$ cat src/rtl/wtms_pkg.sv
// Package: shared constants, types and helpers for the trimmed mean / stddev block.
`timescale 1ns / 1ps
package wtms_pkg;

  localparam int MAX_SIDE    = 32;
  localparam int MAX_SAMPLES = 1024;
  localparam int SIDE_W      = 6;
  localparam int PIX_W       = 16;
  localparam int FRAC_W      = 17;
  localparam int CNT_W       = $clog2(MAX_SAMPLES) + 1;
  localparam int ADDR_W      = $clog2(MAX_SAMPLES);
  localparam int PC_W        = $clog2(MAX_SIDE * MAX_SIDE) + 1;
  localparam int S1_W        = PIX_W + ADDR_W;
  localparam int S2_W        = 2 * PIX_W + ADDR_W;
  localparam int PROD_W      = S2_W + CNT_W;
  localparam int SQ_W        = 2 * S1_W;
  localparam int DVD_W       = PROD_W + 16;
  localparam int DEN_W       = 2 * ADDR_W;
  localparam int ITER_W      = $clog2(DVD_W + 1);
  localparam int SQRT_W      = 50;
  localparam int OUT_W       = 24;
  localparam logic [FRAC_W-1:0] FRAC_ONE = FRAC_W'(65536);

  localparam logic [1:0] STAT_OK     = 2'd0;
  localparam logic [1:0] STAT_EMPTY  = 2'd1;
  localparam logic [1:0] STAT_SINGLE = 2'd2;

  localparam logic REG_LOW  = 1'b0;
  localparam logic REG_HIGH = 1'b1;

  typedef enum logic [4:0] {
    ST_IDLE, ST_PDIV, ST_KEEP, ST_INS_RD, ST_INS_CMP, ST_INS_PUT, ST_POST,
    ST_TRIM_L, ST_TRIM_H, ST_RANGE, ST_ACC_RD, ST_ACC_MUL, ST_ACC_ADD,
    ST_MEAN, ST_MUL_LO, ST_MUL_HI, ST_SQ, ST_SUB, ST_VSTART, ST_VDIV,
    ST_SQRT, ST_DONE
  } state_e;

  typedef struct packed {
    logic                start;
    logic [DVD_W-1:0]    dividend;  // left aligned
    logic [DEN_W-1:0]    divisor;
    logic [ITER_W-1:0]   iters;
  } div_req_t;

  typedef struct packed {
    logic                done;
    logic                busy;
    logic [DVD_W-1:0]    quotient;
    logic [DEN_W-1:0]    remainder;
  } div_rsp_t;

  function automatic logic [SIDE_W-1:0] clamp_side(input logic [SIDE_W-1:0] v);
    logic [SIDE_W-1:0] r;
    r = v;
    if (v == '0) r = SIDE_W'(1);
    else if (v > SIDE_W'(MAX_SIDE)) r = SIDE_W'(MAX_SIDE);
    return r;
  endfunction

endpackage

$ cat src/rtl/wtms_div.sv
// Bit-serial restoring divider shared by position, mean and variance steps.
`timescale 1ns / 1ps
module wtms_div (
  input  logic               clk_i,
  input  logic               rst_ni,
  input  wtms_pkg::div_req_t req_i,
  output wtms_pkg::div_rsp_t rsp_o
);
  logic [wtms_pkg::DVD_W-1:0]  dvd_q, dvd_d, quo_q, quo_d;
  logic [wtms_pkg::DEN_W-1:0]  den_q, den_d, rem_q, rem_d;
  logic [wtms_pkg::ITER_W-1:0] cnt_q, cnt_d;
  logic                        busy_q, busy_d, done_q, done_d;
  logic [wtms_pkg::DEN_W:0]    sh;

  always_comb begin
    dvd_d  = dvd_q;
    quo_d  = quo_q;
    den_d  = den_q;
    rem_d  = rem_q;
    cnt_d  = cnt_q;
    busy_d = busy_q;
    done_d = 1'b0;
    sh     = {rem_q, dvd_q[wtms_pkg::DVD_W-1]};
    if (req_i.start) begin
      dvd_d  = req_i.dividend;
      den_d  = req_i.divisor;
      cnt_d  = req_i.iters;
      rem_d  = '0;
      quo_d  = '0;
      busy_d = 1'b1;
    end else if (busy_q) begin
      dvd_d = dvd_q << 1;
      if (sh >= {1'b0, den_q}) begin
        rem_d = wtms_pkg::DEN_W'(sh - {1'b0, den_q});
        quo_d = {quo_q[wtms_pkg::DVD_W-2:0], 1'b1};
      end else begin
        rem_d = sh[wtms_pkg::DEN_W-1:0];
        quo_d = {quo_q[wtms_pkg::DVD_W-2:0], 1'b0};
      end
      cnt_d = cnt_q - 1'b1;
      if (cnt_q == wtms_pkg::ITER_W'(1)) begin
        busy_d = 1'b0;
        done_d = 1'b1;
      end
    end
  end

  always_ff @(posedge clk_i or negedge rst_ni) begin
    if (!rst_ni) begin
      busy_q <= 1'b0;
      done_q <= 1'b0;
      cnt_q  <= '0;
    end else begin
      busy_q <= busy_d;
      done_q <= done_d;
      cnt_q  <= cnt_d;
    end
  end

  always_ff @(posedge clk_i) begin
    dvd_q <= dvd_d;
    quo_q <= quo_d;
    den_q <= den_d;
    rem_q <= rem_d;
  end

  assign rsp_o.done      = done_q;
  assign rsp_o.busy      = busy_q;
  assign rsp_o.quotient  = quo_q;
  assign rsp_o.remainder = rem_q;
endmodule

$ cat config.mk
export PLATFORM = sky130hd
export DESIGN_NAME = wtms_div
export DESIGN_NICKNAME = d
export VERILOG_FILES = /design/src/rtl/wtms_pkg.sv /design/src/rtl/wtms_div.sv
export SDC_FILE = /design/constraint.sdc
export NUM_CORES = 1
export LEC_CHECK = 0
export BUFFER_PORTS_ARGS = -buffer_cell sky130_fd_sc_hd__buf_2
export CAP_MARGIN = 20
export CORE_MARGIN = 2
export CORE_UTILIZATION = 40
export CTS_CLUSTER_DIAMETER = 150
export CTS_CLUSTER_SIZE = 20
export DETAILED_ROUTE_END_ITERATION = 6
export GPL_TIMING_DRIVEN = 0
export PLACE_DENSITY = 0.59
export SYNTH_ARGS = -nofsm -noshare
export SYNTH_HDL_FRONTEND = slang
export SYNTH_SLANG_ARGS = --single-unit
$ cat constraint.sdc
create_clock -name clk_i -period 4.82 [get_ports clk_i]
set_clock_uncertainty 0.15 [all_clocks]
set_input_delay 0.241 -clock clk_i [delete_from_list [all_inputs] [get_ports clk_i]]
set_output_delay 0.241 -clock clk_i [all_outputs]
set_load 0.01 [all_outputs]
# ---- After elaboration in Yosys (flattened, before gate mapping)
# Index checks and enable logic that the tools add are counted.
dict set report totals {
  input_bits 99
  out_inout_bits 91
  reg_bits 187
  elab_cells 24
}
dict set report classes {
  n_mux 12
  reduce_logical 1
  n_addsub 2
  n_eq_ne 1
  n_lt_le_gt_ge 1
}
# cell count
set ops {}
lappend ops {{2-to-1 mux 69 bit} 2}
lappend ops {{>= comparator 21 x 20 -> 1 bit} 1}
lappend ops {{2-to-1 mux 20 bit} 1}
lappend ops {{subtractor 20 bit} 1}
lappend ops {{2-to-1 mux 7 bit} 2}
lappend ops {{equality test 7 x 1 -> 1 bit, second input constant} 1}
lappend ops {{2-to-1 mux 1 bit} 7}
lappend ops {{subtractor 7 x 1 -> 7 bit, second input constant} 1}
lappend ops {{nonzero test 2 bit} 1}

# ---- Longest topological paths before layout
# Gate-level depths: netlist of run 1.
dict set report logic_depth {
  depth_word 4
  depth_mapped 12
}

# ---- Worst setup path before layout of run 1
# OpenSTA, ideal clock, no wires.
dict set report synth_path {
  path_type {flip-flop to flip-flop}
  start {register busy_q}
  end {register dvd_q[0] (netlist bit), enable pin}
  slack_ns 2.168
  path_stages_with_launch 4
  arrival_time_ns 2.078
  required_ns 4.246
  path_cell_list {dfrtp_1 clkbuf_1 nor2_1 inv_1}
}
dict set report synth_via {
  elab_chain_len 1
}
# item line
set synth_rtl {}
lappend synth_rtl {{from (decl)} wtms_div.sv:12} ;# logic busy_q, busy_d, done_q, done_d;
lappend synth_rtl {{from (signal assigned)} wtms_div.sv:54} ;# busy_q <= busy_d;
lappend synth_rtl {{nonzero test 2 bit (no source line)} n/a}
lappend synth_rtl {{to (signal assigned)} wtms_div.sv:61} ;# dvd_q <= dvd_d;
lappend synth_rtl {{to (decl)} wtms_div.sv:9} ;# logic [wtms_pkg::DVD_W-1:0] dvd_q, dvd_d, quo_q, quo_d;
# Every way passes these cells.
# A chain may end at the register's enable or synchronous reset.

# ---- Worst setup path after layout of run 1
dict set report layout_path {
  start {register dvd_q[68] (netlist bit)}
  end {register rem_q[16] (netlist bit)}
}
dict set report layout_via {
  elab_chain_len 2
}
# item line
set layout_rtl {}
lappend layout_rtl {{subtractor 20 bit / >= comparator 21 x 20 -> 1 bit (equally long branches)} {wtms_div.sv:34, wtms_div.sv:33}}
lappend layout_rtl {{2-to-1 mux 20 bit *} wtms_div.sv:33} ;# if (sh >= {1'b0, den_q}) begin
lappend layout_rtl {{to (signal assigned)} wtms_div.sv:64} ;# rem_q <= rem_d;
lappend layout_rtl {{to (decl)} wtms_div.sv:10} ;# logic [wtms_pkg::DEN_W-1:0] den_q, den_d, rem_q, rem_d;
# Every way passes the cells marked *; elsewhere a longest branch is shown, timed or not.

==> results of run 1 <==
timing repair:
action                                  4_1_cts  5_1_grt
buffers inserted                              0        0
hold buffers                                 97        0
endpoints found under the setup margin        0        0
hold endpoints to repair                    105        0
power groups by stage:
stage          registers [mW]  logic (mW)  clock network, mW
2_1_floorplan            2.00       0.864                  0
5_1_grt                  1.99        1.44               1.51
3_5_place_dp             2.00        1.23                  0
4_1_cts                  1.96        1.30               1.45
6_report                 1.96        1.30               1.41
3_3_place_gp             2.00        1.22                  0
Yosys cell counts, drive strengths merged, types with 2 or more instances:
cell	n
edfxtp	89
and3	3
a311oi	2
or2	2
o21a	2
dfxtp	89
mux2	69
a311o	2
mux2i	78
nand2	24
nor3	9
a21oi	17
dfrtp	9
nor2b	3
a31oi	3
a21o	9
clkbuf	25
inv	29
or3	2
nor2	101
a211oi	11
xor2	6
xnor2	13
nand2b	10
o2111ai	2
and4	2
o22ai	3
a32oi	5
ha	22
buf	11
o211ai	2
and2	2
nand3	6
o21ai	26
logic make-up (layout without fill, tap and decap cells):
family	after synthesis	after routing	synth area share
flops	187	187	0.560
simple gates	168	168	0.0884
mux	147	147	0.187
compound gates	93	93	0.0773
buf+inv	65	383	0.0322
fa+ha+maj	23	23	0.0354
xor+xnor	19	19	0.0199
flip-flops by register name, indices dropped and copies added, names as in the netlist:
register / cells
busy_q: 1
quo_q: 69
done_q: 1
dvd_q: 69
rem_q: 20
cnt_q: 7
den_q: 20
final timing paths:
path                       startpoint         to  slack (ns)  cells after the start
setup / recovery            dvd_q[68]  rem_q[16]        1.97                     10
hold / removal                 rst_ni   cnt_q[5]        0.04                      2
setup reg to reg            dvd_q[68]  rem_q[16]        1.97                     10
hold reg to reg             rem_q[18]  rem_q[18]        0.34                      2
max in group asynchronous      rst_ni     busy_q        4.29                      2
min in group clk_i          req_i[96]  den_q[16]        0.20                      1
layout make-up:
class / instances / area (µm²) / share of cell area
clock inverters: 13 / 156 / 0.0139
clock buffers: 19 / 454 / 0.0405
well taps: 270 / 338 / 0.0301
repair buffers: 286 / 1920 / 0.171
flip-flops and latches: 187 / 4680 / 0.417
plain buffers: 36 / 160 / 0.0143
inverters: 29 / 111 / 0.00993
multi-input cells: 450 / 3400 / 0.303
worst max-delay path: stages (launching register included):
cell      delay (ns)
edfxtp_1        0.39
inv_1           0.07
ha_1            0.18
fa_1            0.21
nand2b_1        0.16
a21oi_1         0.09
o21a_1          0.19
o41ai_1         0.69
o31ai_1         0.19
mux2_2          0.30
o21ai_0         0.16
per-layer routing:
layer,vias up,track usage,part of all wire
met4,0,0.0762,0.026
met3,32,0.0368,0.041
li1,3132,-,-
met5,-,0,0
met1,2944,0.233,0.44
met2,141,0.313,0.49
==> reports/results.ini, run 1 <==
[clocking]
cts_tree = done
ctsLongestPathBuffers = 2
postCtsResizedCells = 0
cts-root-buf = clkbuf_16
cts_buffers = 17
path_clk_slew_ns = 0.08
clock_sinks = 187
htreeDepth = 4
clk_latency_ns = 0.43

[sta]
max-slew-margin-rel = 0.322
worst_slack_ns = 1.97
setup_viol = 0
period_needed_ns = 2.85
grt_setup_unrepaired = no
slew_viol_final = 0
fin_crit_sh = 0.592
setup_tns_ns = 0
tightest_slew_ns = 1.01
whs_ns = 0.0429
hold_viol_final = 0
fmax_mhz = 351

[logic_synthesis]
synth_top_area_frac = 0.320
synth_edf_count = 89
syn_area_um2 = 8350
synth_area_leaders = edfxtp_1 32%, dfxtp_1 21%, mux2i_1 9.3%
ys_async_sr_fraction = 0.0481
ys_warn_count = 0
synth_top_area_cell = edfxtp_1
synth_seq_cells = 187
syn_inst = 702
ys.flop_type = edfxtp_1
avgSynthCellArea_um2 = 11.9
syn_nets = 824
synth.distinct_cells = 59
seq_area_frac_synth = 0.560

[pwr]
leakage_nw = 5.29
clkPwrFrac = 0.301
intPower_mw = 3.18
powerDensity_nw_per_um2 = 416
swShare = 0.320
pwr-share-seq = 0.420
comb_power_share = 0.279
vdd_ir_drop_max_mv = 0.218
power_mw = 4.67
p_sw_mw = 1.49

[floorplanning]
initial_core_util = 0.410
io_pins = 190
dieArea_um2 = 22100
rows = 52
core_area_um2 = 20400
fp.dieH_um = 148
die_x_um = 148

[detailed_routing]
antenna_left = 0
post_drt_wl_per_cell_um = 15.7
dr.first_iter.drc_count = 315
vias_per_cell = 4.84
drt-pass1-iter-count = 4
wirelength_um = 20200
vias = 6249
drcViolationCount = 0

[cells_and_area]
final_util = 0.551
stdcell_count = 1290
final_common_cell = buf_2
diodes = 0
drive_above_1_share = 0.299
syn_to_final_growth_pct = 34.3
layout.nets = 1129
fillers = 1770
layout_common_cells = 190 x buf_2, 99 x nor2_1, 97 x dlygate4sd3_1
postLayoutCellArea_um2 = 11200

[global_route]
grtUsageTotal = 0.185
grt_pass1_wl_um = 32500
grt_antenna_before_repair = 0
grt_pass1_vias = 6476
gr-total-overflow = 0
grt_max_degree = 72

[run_status]
status = completed

[placed_design]
gp_congestion = 0.864
placed_area_um2 = 9640
place_inst = 1161
place_hpwl_um = 13800
pre_cts_ws_ns = 1.77
port_buffers = 189

[hold_path]
hp-class = input port to asynchronous set/reset pin

[worst_setup_path]
required_ns = 5.03
worstPathArrival_ns = 3.06
crit_path_end_kind = flip-flop
critPathMaxFanout = 3
cp-start-kind = flip-flop
worst-setup-path-type = flip-flop to flip-flop

[flow_run]
drv_cap = 0

Power figures use the tool's default switching activity.
==> run 2, diff against run 1 <==
--- a/config.mk
+++ b/config.mk
@@ -5,6 +5,7 @@
 export SDC_FILE = /design/constraint.sdc
 export NUM_CORES = 1
 export LEC_CHECK = 0
+export ABC_AREA = 1
 export BUFFER_PORTS_ARGS = -buffer_cell sky130_fd_sc_hd__buf_2
 export CAP_MARGIN = 20
 export CORE_MARGIN = 2
==> constraint.sdc (replaced) <==
create_clock -name clk_i -period 2.7 [get_ports clk_i]
set_clock_uncertainty 0.15 [all_clocks]
set_input_delay 0.135 -clock clk_i [delete_from_list [all_inputs] [get_ports clk_i]]
set_output_delay 0.135 -clock clk_i [all_outputs]
set_load 0.01 [all_outputs]
==> reports/results.ini, run 2 <==
[logic_synthesis]
synth_edf_count = 89
synth_area_leaders = edfxtp_1 31%, dfxtp_1 21%, nand2_1 17%
synth_compound_gate_area_share = 0.0716
yosys.area_share.simple = 0.240
syn_area_um2 = 8490
syn_nets = 1136
synthMuxAreaShare = 0
synthTopCellsByCount = 391 x nand2_1, 153 x inv_1, 89 x dfxtp_1, 89 x edfxtp_1, 66 x o22ai_1
synth_top_area_cell = edfxtp_1
avgSynthCellArea_um2 = 8.37
yosys.area_share.adder = 0.0348
synth_top_area_frac = 0.315
synth_top_family_by_area = simple AND/OR/NAND/NOR gates
synth_seq_cells = 187
post-synth-top-count-cell = nand2_1
synth_xor_area_frac = 0.0103
synth.distinct_cells = 37
ys_warn_count = 0
syn_inst = 1014
ys_async_sr_fraction = 0.0481
seq_area_frac_synth = 0.551
ys.flop_type = edfxtp_1

[sta]
max-slew-margin-rel = 0.617
grt_setup_unrepaired = no
fin_crit_sh = 0.874
fmax_mhz = 424
setup_tns_ns = 0
slew_viol_final = 0
setup_viol = 0
period_needed_ns = 2.36
hold_viol_final = 0
worst_slack_ns = 0.341
tightest_slew_ns = 0.574

[clocking]
cts-root-buf = clkbuf_16
clk_latency_ns = 0.43
htreeDepth = 4
cts_setup_buffers = 0
cts_buffers = 17
ctsLongestPathBuffers = 2
cts_tree = done
path_clk_slew_ns = 0.08
clock_sinks = 187

[placed_design]
gp_congestion = 0.874
place_inst = 1479
place_hpwl_um = 15600
pre_cts_ws_ns = 0.0355
port_buffers = 189

[cells_and_area]
stdcell_count = 1610
layout_common_cells = 391 x nand2_1, 191 x buf_2, 153 x inv_1
final_common_cell = nand2_1
final_util = 0.544
syn_to_final_growth_pct = 34.4
layout.nets = 1443
fillers = 2026
drive_above_1_share = 0.187
reg_top3 = dvd_q (69), quo_q (69)

[detailed_routing]
antenna_left = 0
dr.first_iter.drc_count = 393
highest_layer = met4
drcViolationCount = 0
wl_met2_um = 10900
dr_wl_met3_um = 893
vias = 7466
wirelength_um = 22200
vias_per_cell = 4.64
wirelength_met1_um = 9980
drt-pass1-iter-count = 4
post_drt_wl_per_cell_um = 13.8

[worst_setup_path]
worst-setup-path-type = flip-flop to flip-flop
worstPathCellList = inv_1 > ha_1 > nand2_1 > inv_2 > nand2_1 > nor3_2 > nand2_1 > nand2_2 > nand2_4 > nand2_4 > nand3_2 > inv_1 > nand2_1 > nand3_1
cp-start-kind = flip-flop
crit_path_end_kind = flip-flop
worstPathArrival_ns = 2.57
slowest_stage = ha_1
crit_family = simple AND/OR/NAND/NOR gates
critPathMostFrequentCell = nand2_1
cp_slowest_stage_delay_ns = 0.38
critPathBufInv = 3
critPathMaxFanout = 8
required_ns = 2.92

[flow_run]
drv_cap = 0

[hold_path]
hp-class = input port to flip-flop

[floorplanning]
rows = 53
io_pins = 190
dieArea_um2 = 22400
core_area_um2 = 21000
fp.dieH_um = 150
initial_core_util = 0.405
die_x_um = 150

[pwr]
powerDensity_nw_per_um2 = 719
leakage_nw = 5.58
power_mw = 8.20
vdd_ir_drop_max_mv = 0.445

[global_route]
grt_pass1_vias = 7321
grt_antenna_before_repair = 0
gr-total-overflow = 0
grt_pass1_wl_um = 35600
grt_max_degree = 58
grtUsageTotal = 0.201

[run_status]
status = completed

## run 2: cell types whose count changed in the layout (fill, tap and decap cells not counted), sizes merged, moves of 11 or more
cell	delta
a211oi	-11
inv	+136
mux2	-69
mux2i	-78
nand2	+371
nand3	+36
nor2	-70
o21ai	-17
o22ai	+63
xnor2	-11
## run 2: where the power goes
group          total (mW)  switching (mW)  internal [mW]
clock network        2.55            1.24           1.31
logic                2.19            1.34          0.856
registers            3.45           0.193           3.26
## run 2: stage by stage
step / hold WS (ns) / instance area (µm²)
3_5_place_dp: -0.145 / 9810
5_1_grt: 0.0784 / 11400
3_3_place_gp: -0.148 / 9780
2_1_floorplan: -0.311 / 8490
4_1_cts: 0.0634 / 11400
6_report: 0.0720 / 11400
## run 2: final cells by class
type | count | area, µm² | area share
flip-flops and latches | 187 | 4680 | 0.410
multi-input cells | 624 | 3030 | 0.265
repair buffers | 288 | 1950 | 0.171
inverters | 163 | 612 | 0.0536
clock buffers | 18 | 450 | 0.0395
well taps | 275 | 344 | 0.0302
plain buffers | 40 | 171 | 0.0150
clock inverters | 14 | 168 | 0.0147
diodes | 1 | 2.50 | 0.000219
## run 2: per-layer routing
metal / GRT usage / vias up
met5: 0 / -
li1: - / 3858
met1: 0.250 / 3413
met2: 0.344 / 160
met4: 0.0736 / 0
met3: 0.0418 / 35
## run 2: final timing paths
kind,startpoint,end,slack (ns),depth (start not counted)
worst max-delay path,den_q[10],rem_q[7],0.34,14
worst max register to register,den_q[10],rem_q[7],0.34,14
min in group asynchronous,rst_ni,cnt_q[6],0.59,3
worst min register to register,quo_q[68],quo_q[68],0.31,2
worst min-delay path,req_i[96],den_q[5],0.07,1
max in group asynchronous,rst_ni,done_q,1.49,3
## run 2: kinds of logic after synthesis
kind of cell    Yosys count
simple gates            493
flops                   187
compound gates           98
fa+ha+maj                23
buf+inv                 203
xor+xnor                 10
## run 2: what timing repair did
item	CTS	global route
hold buffers	98	0
hold endpoints to repair	105	0
resized for setup	0	0
